[src/design/ceb_pkg.sv]
// ceb_pkg: shared types and constants of the coincidence event builder.
// No dependencies; compiled first.

package ceb_pkg;

   // Field widths
   localparam int TIME_W     = 48;
   localparam int GATE_W     = 32;
   localparam int STRIP_W    = 10;
   localparam int CNT_W      = 8;
   localparam int EVT_W      = 32;
   localparam int CSR_IDX_W  = 1;
   localparam int CSR_DATA_W = 32;

   // Register indexes on the csr port
   localparam logic [CSR_IDX_W-1:0] CSR_GATE_NS   = 1'b0;
   localparam logic [CSR_IDX_W-1:0] CSR_STRIP_TOL = 1'b1;

   // Register reset values
   localparam logic [GATE_W-1:0]  GATE_NS_RESET   = 32'd2000;
   localparam logic [STRIP_W-1:0] STRIP_TOL_RESET = 10'd5;

   // One input beat: a detector hit or an external trigger record
   typedef struct packed {
      logic [TIME_W-1:0] hit_time;
      logic [TIME_W-1:0] local_time;
      logic [TIME_W-1:0] trigger_time;
      logic              is_external;
      logic              detector;
      logic              side;
      logic [2:0]        asic_number;
      logic [6:0]        channel;
   } req_item_type;

   // One output beat: the summary of one detector for a closed event
   typedef struct packed {
      logic [EVT_W-1:0]  event_number;
      logic              detector_out;
      logic [CNT_W-1:0]  mult_side0;
      logic [CNT_W-1:0]  mult_side1;
      logic [CNT_W-1:0]  mult_total;
      logic [CNT_W-1:0]  true_side0;
      logic [CNT_W-1:0]  true_side1;
      logic [CNT_W-1:0]  true_total;
      logic              trig_seen;
      logic [TIME_W-1:0] ext_stamp;
      logic [CNT_W-1:0]  ext_count;
      logic              last;
   } rsp_item_type;

endpackage

[src/design/ceb_req_if.sv]
// ceb_req_if: valid/ready channel carrying input beats.
// Depends on ceb_pkg.

interface ceb_req_if;
   logic                    valid;
   logic                    ready;
   ceb_pkg::req_item_type   data;

   modport source (output valid, output data, input ready);
   modport sink   (input valid, input data, output ready);
endinterface

[src/design/ceb_rsp_if.sv]
// ceb_rsp_if: valid/ready channel carrying event summary beats.
// Depends on ceb_pkg.

interface ceb_rsp_if;
   logic                    valid;
   logic                    ready;
   ceb_pkg::rsp_item_type   data;

   modport source (output valid, output data, input ready);
   modport sink   (input valid, input data, output ready);
endinterface

[src/design/coincidence_event_builder.sv]
// Coincidence event builder. Accepts one beat per clock on req_ch, unless a staged
// closing beat is waiting, and registers it; one pass of logic (a 48-bit gate compare
// plus a few counter updates) then folds the registered beat into the open event. A
// beat whose time is farther than gate_ns from the event anchor closes the event and
// loads a summary register that sends two beats on rsp_ch (detector 0, then detector
// 1 with last set). Beats that do not close an event flow at one per cycle regardless
// of the output side; a closing beat waits only while the previous event's summary is
// still being sent, and a new event can close in the cycle in which the previous
// summary's last beat is taken.
// Depends on ceb_pkg, ceb_req_if, ceb_rsp_if.

module coincidence_event_builder #(
   parameter int MAX_HITS = 100
) (
   input  logic                               clock,
   input  logic                               reset,
   ceb_req_if.sink                            req_ch,
   ceb_rsp_if.source                          rsp_ch,
   input  logic                               csr_write,
   input  logic [ceb_pkg::CSR_IDX_W-1:0]      csr_index,
   input  logic [ceb_pkg::CSR_DATA_W-1:0]     csr_wdata
);
   import ceb_pkg::*;

   localparam logic [CNT_W-1:0] HITS_LIMIT = CNT_W'(MAX_HITS);
   localparam logic [CNT_W-1:0] CNT_MAX    = '1;

   typedef struct packed {
      logic [EVT_W-1:0]      event_number;
      logic [5:0][CNT_W-1:0] mult;
      logic [5:0][CNT_W-1:0] trues;
      logic                  trig_seen;
      logic [TIME_W-1:0]     ext_stamp;
      logic [CNT_W-1:0]      ext_count;
   } snap_type;

   function automatic logic [CNT_W-1:0] sat_inc(input logic [CNT_W-1:0] v);
      return (v == CNT_MAX) ? v : v + CNT_W'(1);
   endfunction

   // configuration
   logic [GATE_W-1:0]  gate_ns_ff;
   logic [STRIP_W-1:0] strip_tol_ff;

   // input register
   logic         stage_valid_ff;
   req_item_type stage_ff;

   // event state
   logic                  open_ff, open_in;
   logic [TIME_W-1:0]     anchor_ff, anchor_in;
   logic [CNT_W-1:0]      hits_ff, hits_in;
   logic [5:0][CNT_W-1:0] mult_ff, mult_in;
   logic [5:0][CNT_W-1:0] true_ff, true_in;
   logic [3:0][STRIP_W-1:0] astrip_ff, astrip_in;
   logic [3:0]            avalid_ff, avalid_in;
   logic                  ext_seen_ff, ext_seen_in;
   logic [TIME_W-1:0]     ext_time_ff, ext_time_in;
   logic [CNT_W-1:0]      ext_rec_ff, ext_rec_in;
   logic [EVT_W-1:0]      evt_cnt_ff;

   // summary register
   logic     out_valid_ff;
   logic     out_phase_ff;
   snap_type snap_ff;

   // datapath signals
   logic [TIME_W:0]    fwd_diff, rev_diff, trg_fwd, trg_rev;
   logic [TIME_W-1:0]  anchor_gap, trig_gap;
   logic               close, opening, trig_near, advance, snap_free;
   logic [STRIP_W-1:0] strip, strip_gap;
   logic [1:0]         a_idx;
   logic [2:0]         m_idx, t_idx;
   logic               was_valid, hit_true;

   // configuration writes
   always_ff @(posedge clock) begin
      if (reset) begin
         gate_ns_ff   <= GATE_NS_RESET;
         strip_tol_ff <= STRIP_TOL_RESET;
      end else if (csr_write) begin
         case (csr_index)
            CSR_GATE_NS:   gate_ns_ff   <= csr_wdata[GATE_W-1:0];
            CSR_STRIP_TOL: strip_tol_ff <= csr_wdata[STRIP_W-1:0];
            default: ;
         endcase
      end
   end

   // gate tests: anchor distance and local/trigger distance
   always_comb begin
      fwd_diff   = {1'b0, stage_ff.hit_time} - {1'b0, anchor_ff};
      rev_diff   = {1'b0, anchor_ff} - {1'b0, stage_ff.hit_time};
      anchor_gap = fwd_diff[TIME_W] ? rev_diff[TIME_W-1:0] : fwd_diff[TIME_W-1:0];
      trg_fwd    = {1'b0, stage_ff.local_time} - {1'b0, stage_ff.trigger_time};
      trg_rev    = {1'b0, stage_ff.trigger_time} - {1'b0, stage_ff.local_time};
      trig_gap   = trg_fwd[TIME_W] ? trg_rev[TIME_W-1:0] : trg_fwd[TIME_W-1:0];
      close      = open_ff && (anchor_gap > TIME_W'(gate_ns_ff));
      opening    = !open_ff || close;
      trig_near  = trig_gap < TIME_W'(gate_ns_ff);
   end

   // handshake: a closing beat needs the summary register free
   assign snap_free    = !out_valid_ff || (rsp_ch.ready && out_phase_ff);
   assign advance      = stage_valid_ff && (!close || snap_free);
   assign req_ch.ready = !stage_valid_ff || advance;

   // strip and table indexes of the hit
   always_comb begin
      strip     = {stage_ff.asic_number, stage_ff.channel};
      a_idx     = {stage_ff.detector, stage_ff.side};
      m_idx     = stage_ff.detector ? (3'd3 + {2'b0, stage_ff.side}) : {2'b0, stage_ff.side};
      t_idx     = stage_ff.detector ? 3'd5 : 3'd2;
      was_valid = opening ? 1'b0 : avalid_ff[a_idx];
      strip_gap = (astrip_ff[a_idx] >= strip) ? astrip_ff[a_idx] - strip
                                              : strip - astrip_ff[a_idx];
      hit_true  = !was_valid || (strip_gap <= strip_tol_ff);
   end

   // next event state
   always_comb begin
      open_in     = 1'b1;
      anchor_in   = opening ? stage_ff.hit_time : anchor_ff;
      hits_in     = opening ? CNT_W'(1) : sat_inc(hits_ff);
      mult_in     = opening ? '0 : mult_ff;
      true_in     = opening ? '0 : true_ff;
      astrip_in   = astrip_ff;
      avalid_in   = opening ? '0 : avalid_ff;
      ext_seen_in = opening ? 1'b0 : ext_seen_ff;
      ext_time_in = ext_time_ff;
      ext_rec_in  = opening ? '0 : ext_rec_ff;

      if (stage_ff.is_external) begin
         ext_seen_in = 1'b1;
         ext_time_in = stage_ff.hit_time;
         ext_rec_in  = opening ? CNT_W'(1) : sat_inc(ext_rec_ff);
      end else begin
         if (!opening && trig_near) begin
            ext_seen_in = 1'b1;
            ext_time_in = stage_ff.trigger_time;
         end
         for (int i = 0; i < 6; i++) begin
            if (3'(i) == m_idx || 3'(i) == t_idx) begin
               mult_in[i] = sat_inc(mult_in[i]);
               if (hit_true) begin
                  true_in[i] = sat_inc(true_in[i]);
               end
            end
         end
         if (!was_valid) begin
            avalid_in[a_idx] = 1'b1;
            astrip_in[a_idx] = strip;
         end
      end

      // overfull event is discarded
      if (hits_in >= HITS_LIMIT) begin
         open_in     = 1'b0;
         mult_in     = '0;
         true_in     = '0;
         avalid_in   = '0;
         ext_seen_in = 1'b0;
         ext_rec_in  = '0;
      end
   end

   // input register
   always_ff @(posedge clock) begin
      if (reset) begin
         stage_valid_ff <= 1'b0;
      end else if (req_ch.ready) begin
         stage_valid_ff <= req_ch.valid;
      end
      if (req_ch.valid && req_ch.ready) begin
         stage_ff <= req_ch.data;
      end
   end

   // event state update
   always_ff @(posedge clock) begin
      if (reset) begin
         open_ff     <= 1'b0;
         hits_ff     <= '0;
         mult_ff     <= '0;
         true_ff     <= '0;
         avalid_ff   <= '0;
         ext_seen_ff <= 1'b0;
         ext_rec_ff  <= '0;
         evt_cnt_ff  <= '0;
      end else if (advance) begin
         open_ff     <= open_in;
         hits_ff     <= hits_in;
         mult_ff     <= mult_in;
         true_ff     <= true_in;
         avalid_ff   <= avalid_in;
         ext_seen_ff <= ext_seen_in;
         ext_rec_ff  <= ext_rec_in;
         if (close) begin
            evt_cnt_ff <= evt_cnt_ff + EVT_W'(1);
         end
      end
      if (advance) begin
         anchor_ff   <= anchor_in;
         astrip_ff   <= astrip_in;
         ext_time_ff <= ext_time_in;
      end
   end

   // summary register: two beats per closed event
   always_ff @(posedge clock) begin
      if (reset) begin
         out_valid_ff <= 1'b0;
         out_phase_ff <= 1'b0;
      end else if (advance && close) begin
         out_valid_ff <= 1'b1;
         out_phase_ff <= 1'b0;
      end else if (out_valid_ff && rsp_ch.ready) begin
         if (out_phase_ff) begin
            out_valid_ff <= 1'b0;
         end else begin
            out_phase_ff <= 1'b1;
         end
      end
      if (advance && close) begin
         snap_ff.event_number <= evt_cnt_ff;
         snap_ff.mult         <= mult_ff;
         snap_ff.trues        <= true_ff;
         snap_ff.trig_seen    <= ext_seen_ff;
         snap_ff.ext_stamp    <= ext_seen_ff ? ext_time_ff : '0;
         snap_ff.ext_count    <= ext_rec_ff;
      end
   end

   // output beat: pick the detector half of the summary
   always_comb begin
      rsp_ch.valid             = out_valid_ff;
      rsp_ch.data.event_number = snap_ff.event_number;
      rsp_ch.data.detector_out = out_phase_ff;
      rsp_ch.data.mult_side0   = out_phase_ff ? snap_ff.mult[3]  : snap_ff.mult[0];
      rsp_ch.data.mult_side1   = out_phase_ff ? snap_ff.mult[4]  : snap_ff.mult[1];
      rsp_ch.data.mult_total   = out_phase_ff ? snap_ff.mult[5]  : snap_ff.mult[2];
      rsp_ch.data.true_side0   = out_phase_ff ? snap_ff.trues[3] : snap_ff.trues[0];
      rsp_ch.data.true_side1   = out_phase_ff ? snap_ff.trues[4] : snap_ff.trues[1];
      rsp_ch.data.true_total   = out_phase_ff ? snap_ff.trues[5] : snap_ff.trues[2];
      rsp_ch.data.trig_seen    = snap_ff.trig_seen;
      rsp_ch.data.ext_stamp    = snap_ff.ext_stamp;
      rsp_ch.data.ext_count    = snap_ff.ext_count;
      rsp_ch.data.last         = out_phase_ff;
   end

endmodule

[src/flat_wrapper.sv]
// flat-port wrapper written by rule: the top's interface ports become plain ports
module coincidence_event_builder_flat import ceb_pkg::*;
#(
   parameter int MAX_HITS = 100
)
  (clock, reset, csr_write, csr_index, csr_wdata, req_ch_valid, req_ch_data, req_ch_ready, rsp_ch_valid, rsp_ch_data, rsp_ch_ready);
  ceb_req_if req_ch_i ();
  ceb_rsp_if rsp_ch_i ();
  input  logic clock;
  input  logic reset;
  input  logic csr_write;
  input  logic [ceb_pkg::CSR_IDX_W-1:0] csr_index;
  input  logic [ceb_pkg::CSR_DATA_W-1:0] csr_wdata;
  input wire logic [$bits(req_ch_i.valid)-1:0] req_ch_valid;
  input wire logic [$bits(req_ch_i.data)-1:0] req_ch_data;
  output wire logic [$bits(req_ch_i.ready)-1:0] req_ch_ready;
  output wire logic [$bits(rsp_ch_i.valid)-1:0] rsp_ch_valid;
  output wire logic [$bits(rsp_ch_i.data)-1:0] rsp_ch_data;
  input wire logic [$bits(rsp_ch_i.ready)-1:0] rsp_ch_ready;
  assign req_ch_i.valid = req_ch_valid;
  assign req_ch_i.data = req_ch_data;
  assign req_ch_ready = req_ch_i.ready;
  assign rsp_ch_valid = rsp_ch_i.valid;
  assign rsp_ch_data = rsp_ch_i.data;
  assign rsp_ch_i.ready = rsp_ch_ready;
  coincidence_event_builder #(.MAX_HITS(MAX_HITS)) u_core (.clock(clock), .reset(reset), .req_ch(req_ch_i), .rsp_ch(rsp_ch_i), .csr_write(csr_write), .csr_index(csr_index), .csr_wdata(csr_wdata));
endmodule
[config.mk]
export PLATFORM = sky130hd
export DESIGN_NAME = coincidence_event_builder_flat
export DESIGN_NICKNAME = d
export VERILOG_FILES = /design/src/design/ceb_pkg.sv /design/src/design/ceb_req_if.sv /design/src/design/ceb_rsp_if.sv /design/src/design/coincidence_event_builder.sv /design/src/flat_wrapper.sv
export SDC_FILE = /design/constraint.sdc
export NUM_CORES = 2
export LEC_CHECK = 0
export ABC_CLOCK_PERIOD_IN_PS = 18750
export BUFFER_PORTS_ARGS = -buffer_cell sky130_fd_sc_hd__buf_2
export CAP_MARGIN = 20
export CORE_MARGIN = 2
export CORE_UTILIZATION = 55
export DETAILED_ROUTE_END_ITERATION = 12
export PLACE_DENSITY_LB_ADDON = 0.25
export SLEW_MARGIN = 20
export SYNTH_ARGS = -nofsm -noshare
export SYNTH_HDL_FRONTEND = slang
export SYNTH_SLANG_ARGS = --single-unit
[constraint.sdc]
create_clock -name clock -period 18.75 [get_ports clock]
set_clock_uncertainty 0.2 [all_clocks]
set_input_delay 2.8125 -clock clock [delete_from_list [all_inputs] [get_ports clock]]
set_output_delay 2.8125 -clock clock [all_outputs]
set_load 0.1 [all_outputs]
Word level (Yosys, flattened, before mapping)
Cells that the tools add are included.
{ "word_totals": {"reg_bits": 673, "inputBits": 195, "out_inout_bits": 141, "elab_cells": 231} }
{ "classes": {"addsub": 22, "order_cmp": 7, "eq_ne": 25, "n_mux": 78, "n_bitwise": 4, "reduce_logical": 42} }
{ "ops": {"columns": ["operator", "n"], "rows": [
  ["two-way mux 48 bit", 10],
  ["two-way mux 8 bit", 43],
  ["adder 8 x 1 -> 8 bit (second input constant)", 14],
  ["== test 8 bit (second input constant)", 14],
  ["subtractor 48 x 48 -> 49 bit", 2],
  ["subtractor 48 bit", 2],
  ["greater-than comparator 48 x 32 -> 1 bit", 1],
  ["< comparator 48 x 32 -> 1 bit", 1],
  ["bitwise mux 40 bit", 1],
  ["adder 32 x 1 -> 32 bit (second input constant)", 1],
  ["two-way mux 10 bit", 3],
  ["binary-select mux 10 bit (select 2 bit)", 1],
  ["demux 10 bit (select 2 bit)", 1],
  ["subtractor 10 bit", 2],
  ["two-way mux 4 bit", 4],
  ["AND reduction 2 bit", 7],
  ["== test 2 x 3 -> 1 bit (first input constant)", 4],
  ["== test 3 bit (first input constant)", 4],
  ["logical OR 1 bit", 11],
  ["two-way mux 1 bit", 11],
  ["greater-or-equal comparator 10 bit", 1],
  ["<= comparator 10 bit", 1],
  ["greater-or-equal comparator 8 x 7 -> 1 bit (second input constant)", 1],
  ["logical AND 1 bit", 8],
  ["17 further kinds", 30]
]} }

Logic depth before layout (Yosys ltp)
{ "depth": {"word_depth": 12, "depth_mapped": 43, "mapped_depth_nobuf": 38} }

Worst setup path after synthesis
Ideal clock, no wire load.
{ "synth_timing": {"path_type": "reg-to-reg", "start": "register u_core.stage_ff[109] (netlist name)", "end": "register u_core.evt_cnt_ff[1]", "setup_time_ns": 0.130, "t_arrival_ns": 19.200, "required_time_ns": 18.420, "setup_slack_ns": -0.781, "path_stages_with_launch": 35, "path_buffers": 4, "period_less_slack_ns": 19.531, "cell_sequence": "edfxtp_1 -> inv_1 -> ha_1 -> inv_1 -> fa_1 -> a21oi_1 -> o221ai_1 -> a221o_1 -> a22o_2 -> o21ai_4 -> o21a_1 -> buf_6 -> clkbuf_4 -> nand2_1 -> o211ai_1 -> nand3_1 -> a221oi_1 -> o21ai_0 -> a311oi_1 -> xnor2_1 -> ha_1 -> nand4_1 -> a21oi_1 -> a2111oi_0 -> o211ai_1 -> a311oi_1 -> o21ai_0 -> or4_1 -> or3_1 -> buf_2 -> clkbuf_1 -> nor2_1 -> nor3_1 -> mux2i_1 -> nor2_1"} }
{ "synth_between": {"elab_chain_cells": 8, "word_cells_on_any_way": 9, "cone_classes": "add/sub (2); order compare (1); mux (1); reduce/logical (5)"} }
{ "synth_rtl": {"columns": ["item", "line_no", "rtl"], "rows": [
  ["start, declared", "coincidence_event_builder.sv:47", "req_item_type stage_ff;"],
  ["start signal, assigned", "coincidence_event_builder.sv:175", "stage_ff <= req_ch.data;"],
  ["subtractor 48 x 48 -> 49 bit or subtractor 48 bit (tied branches)", "coincidence_event_builder.sv:92, coincidence_event_builder.sv:93", null],
  ["two-way mux 48 bit *", "coincidence_event_builder.sv:94", "anchor_gap = fwd_diff[TIME_W] ? rev_diff[TIME_W-1:0] : fwd_diff[TIME_W-1:0];"],
  ["greater-than comparator 48 x 32 -> 1 bit *", "coincidence_event_builder.sv:98", "close = open_ff && (anchor_gap > TIME_W'(gate_ns_ff));"],
  ["logical AND 1 bit *", "coincidence_event_builder.sv:98", null],
  ["zero test 1 bit", "coincidence_event_builder.sv:105", "assign advance = stage_valid_ff && (!close || snap_free);"],
  ["logical OR 1 bit", "coincidence_event_builder.sv:105", null],
  ["logical AND 1 bit", "coincidence_event_builder.sv:105", null],
  ["AND reduction 2 bit (no source line) *", null, null],
  ["end signal, assigned", "coincidence_event_builder.sv:199", "evt_cnt_ff <= evt_cnt_ff + EVT_W'(1);"],
  ["end, declared", "coincidence_event_builder.sv:60", "logic [EVT_W-1:0] evt_cnt_ff;"]
]} }
Mark *: on every way between the ends. The rest lies on a longest branch, timed or not.
A chain may end at the register's enable or synchronous reset.

Worst setup path in the final report
{ "layout_timing": {"start": "register u_core.stage_ff[109] (netlist name)", "end": "output port req_ch_ready"} }
{ "layout_between": {"elab_chain_cells": 8, "word_cells_on_any_way": 9, "cone_classes": "add/sub (2); order compare (1); mux (1); reduce/logical (5)"} }
{ "layout_rtl": {"columns": ["item", "line_no", "rtl"], "rows": [
  ["subtractor 48 x 48 -> 49 bit or subtractor 48 bit (tied branches)", "coincidence_event_builder.sv:92, coincidence_event_builder.sv:93", null],
  ["two-way mux 48 bit *", "coincidence_event_builder.sv:94", null],
  ["greater-than comparator 48 x 32 -> 1 bit *", "coincidence_event_builder.sv:98", null],
  ["logical AND 1 bit *", "coincidence_event_builder.sv:98", null],
  ["zero test 1 bit *", "coincidence_event_builder.sv:105", null],
  ["logical OR 1 bit *", "coincidence_event_builder.sv:105", null],
  ["logical AND 1 bit *", "coincidence_event_builder.sv:105", null],
  ["logical OR 1 bit *", "coincidence_event_builder.sv:106", "assign req_ch.ready = !stage_valid_ff || advance;"],
  ["end, declared", "flat_wrapper.sv:16", "output wire logic [$bits(req_ch_i.ready)-1:0] req_ch_ready;"]
]} }
Marked as above.

==> qor.csv <==
stage,metric,value,unit
critical_path,Critical Path Slowest Stage Cell,buf_4,
worst_hold_path,Worst Hold Class,flop to flop,
critical_path,WP data required,15740,ps
clocking,"Clk Latency, worst-skew pair",630,ps
clocking,hold_buf cts,0,
critical_path,worst-path fanout max,50,
clocking,Resize count post-CTS,0,
power,net switching power,1.248,mW
power,P_leak,17.91,nW
floorplanning,Initial Utilization,0.5528,
sta,setup violators final,0,
synthesis,synthesized area,0.04095,mm^2
clocking,H-tree levels,3,
floorplanning,Die Ht,276.9,um
placed_design,Final HPWL DP,90590,um
clocking,setup repair bufs after CTS,0,
synthesis,ys async rst share,0,
sta,Tmin final,12220,ps
finish,number of fill cells,6309,
clocking,Root Buffer,clkbuf_16,
finish,FF+latch area,0.01826,mm^2
global_routing,first-pass GRT wire length,184400,um
power,sequential group share of total power,0.411,
finish,Multi-input gate area,0.01993,mm^2
placed_design,I/O Buffers,335,
synthesis,Seq cells post-synth,673,
job,max cap viols,0,
power,Pwr Density,90.50,mW/mm^2
clocking,TritonCTS sink count,673,
routing,DRT Pass-1 Iters,6,
sta,Slew HR,0.2646,
critical_path,Critical Path End Type,output port,
sta,Final period util,0.6517,
clocking,clock transition at the registers of the reported paths,60,ps
power,Cell Int Power,2.837,mW
critical_path,CP top delay family,compound AO/OA/AOI/OAI gates,
finish,proportion of layout cells with a drive suffix above 1,0.1362,
power,Combinational Power Share,0.225,
clocking,CTS tree,done,
synthesis,top_reg_cell synth,edfxtp_1,
global_routing,number of global-route vias before repair,32196,
synthesis,Yosys warnings,0,
sta,RSZ-0062 raised after global routing,no,
floorplanning,IO Pins,336,
floorplanning,row count,100,
global_routing,Global Route Usage Sum,0.3069,
sta,Final Max Tran Viols,0,
floorplanning,Die ar.,0.07665,mm^2
synthesis,Post-Synthesis Cells,4289,
routing,via count,33931,
critical_path,"Arr. time, crit path",9210,ps
floorplanning,Die W,276.9,um
critical_path,CP startpoint kind,flop,
global_routing,antenna violations before repair,2,
routing,DRC violations left,0,
global_routing,pin count of the biggest net entering global routing,84,
critical_path,crit path buf inv count,4,
clocking,clock buffer depth,3,
synthesis,"Seq/Total Area, Yosys",0.4459,
routing,DRT iter0 DRCs,3879,
sta,Fmax,0.08184,GHz
floorplanning,core area,0.07407,mm^2
status,outcome,completed,
finish,P&R area growth vs syn,10.24,%
sta,worst slew pin tran,1101,ps
finish,net count reported at finish,4936,
clocking,CTS buffer count,73,
placed_design,Placer Congestion,0.9978,
sta,hold slack,249.4,ps
power,Peak supply drop,0.07005,mV
synthesis,syn nets,4792,
routing,Routed Antenna Nets,0,
synthesis,Netlist cell types,97,
routing,drt wl/cell,22.18,um
finish,Final Util,0.6094,
synthesis,Avg Inst Size Synth,9.547,um^2
critical_path,worst setup path class,flop to output port,
power,share of power burned in the clock network,0.364,
routing,drt via density,6.210,
global_routing,gr ovfl total,0,
synthesis,number of synthesized flops with an enable pin,478,
power,Final Power,4.085,mW
power,Net Sw Frac,0.3055,
routing,routed wire length,121200,um
sta,setup tns final,0,ps
critical_path,slowest cell delay on critical path,580,ps
sta,Final Hold Viols,0,
worst paths after layout:
| check | to | depth (start not counted) | slack (ps) | from |
|---|---|---|---|---|
| worst max-delay path | req_ch_ready | 29 | 6530 | u_core.stage_ff[109] |
| worst min-delay path | u_core.rsp_ch.data[115] | 0 | 250 | u_core.evt_cnt_ff[8] |
| worst max register to register | u_core.stage_ff[75] | 31 | 7870 | u_core.stage_ff[109] |
| worst min register to register | u_core.rsp_ch.data[115] | 0 | 250 | u_core.evt_cnt_ff[8] |
state kept, by name, indices dropped and copies added (netlist names):
name	flops
u_core.ext_seen_ff	1
u_core.out_phase_ff	1
u_core.ext_rec_ff	8
u_core.rsp_ch.valid	1
u_core.avalid_ff	4
u_core.strip_tol_ff	10
u_core.ext_time_ff	48
u_core.evt_cnt_ff	32
u_core.astrip_ff	40
u_core.rsp_ch.data	89
u_core.snap_ff	96
u_core.mult_ff	48
u_core.anchor_ff	48
u_core.stage_valid_ff	1
u_core.stage_ff	155
u_core.gate_ns_ff	32
u_core.open_ff	1
u_core.hits_ff	8
u_core.true_ff	48
u_core.a_idx	2
placed cells by master, fill, tap and decap left out, types with 43 or more instances in the layout:
| cell type | n |
|---|---|
| edfxtp_1 | 478 |
| a21oi_1 | 428 |
| nand2_1 | 382 |
| inv_1 | 336 |
| buf_2 | 334 |
| o21ai_0 | 302 |
| ha_1 | 302 |
| nor2_1 | 231 |
| dfxtp_1 | 193 |
| a21o_1 | 100 |
| nand3_1 | 99 |
| nand4_1 | 89 |
| and2_1 | 87 |
| xnor2_1 | 83 |
| clkbuf_16 | 75 |
| nor3_1 | 71 |
| mux2_2 | 52 |
| a211oi_1 | 48 |
| a31oi_1 | 44 |
| o21a_1 | 43 |
| o211ai_1 | 43 |
cell type report:
type | instances | area share
inverter | 336 | 0.02794
timing repair buffer | 377 | 0.04435
clock buffer | 89 | 0.04318
tap | 969 | 0.02686
multi-input combinational | 2972 | 0.4415
clock inverter | 45 | 0.01147
sequential | 673 | 0.4045
antenna | 3 | 0.0001663
routing by layer:
| layer | track usage | up-vias | wire length, um |
|---|---|---|---|
| li1 | - | 15830 | - |
| met1 | 0.4120 | 16254 | 51140 |
| met2 | 0.5062 | 1565 | 56760 |
| met3 | 0.03847 | 282 | 8654 |
| met4 | 0.1233 | 0 | 4648 |
| met5 | 0 | - | 0 |
power groups by stage:
| stage | Sequential (mW) | Combinational (mW) | Clock [mW] |
|---|---|---|---|
| global route | 1.68 | 0.999 | 1.56 |
| detailed placement | 1.71 | 0.895 | 0 |
| CTS | 1.68 | 0.901 | 1.51 |
| finish | 1.68 | 0.920 | 1.49 |
| global placement | 1.71 | 0.890 | 0 |
| floorplan | 1.70 | 0.647 | 0 |
cells by family (layout without fill, tap and decap cells):
kind of cell	Yosys count	count (layout)	share of synthesized area
AOI/OAI and AO/OA	1273	1273	0.1944
xor gates and xnor gates	119	119	0.02545
adders and majority gates	308	308	0.09521
buffers and inverters	644	847	0.06942
DFF	673	673	0.4459
muxes	97	97	0.02897
other	0	3	0
and+or+nand+nor	1175	1175	0.1407
metrics by stage:
step                std cells  area (um^2)  setup slack [ps]
floorplan                4289        40950              4984
global placement         5326        42640              7568
detailed placement       5327        42660              7410
CTS                      5461        45120              6705
global route             5462        45140              6182
finish                   5464        45140              6531
synth_stat cells (12+ instances only):
cell / count / area, um^2
o21bai_1: 39 / 292.8
inv_1: 336 / 1261
mux2_2: 52 / 585.6
a21o_1: 100 / 750.7
xnor2_1: 83 / 727.0
o211ai_1: 43 / 322.8
ha_1: 302 / 3779
o21ai_0: 303 / 1516
and2_1: 88 / 550.5
nand2b_1: 20 / 125.1
buf_1: 22 / 82.58
and3_1: 42 / 262.8
a32o_1: 14 / 140.1
nand3_1: 100 / 500.5
buf_2: 34 / 170.2
mux4_2: 12 / 270.3
a31oi_1: 44 / 275.3
nor2b_1: 19 / 118.9
clkbuf_1: 152 / 570.6
nand2_1: 382 / 1434
a311oi_1: 16 / 140.1
dfxtp_1: 195 / 3904
a221oi_1: 13 / 113.9
buf_4: 97 / 728.2
nor4_1: 29 / 181.4
nor3_1: 74 / 370.4
xor2_1: 36 / 315.3
o21a_1: 43 / 322.8
mux2i_1: 33 / 330.3
edfxtp_1: 478 / 14350
a21oi_1: 429 / 2147
a211oi_1: 48 / 360.4
o31ai_1: 21 / 157.7
nand4_1: 89 / 556.8
or3_1: 25 / 156.4
nor2_1: 236 / 885.9
a21boi_0: 13 / 97.59
or4_1: 14 / 105.1
No activity file was read; power rests on OpenSTA's default activity.
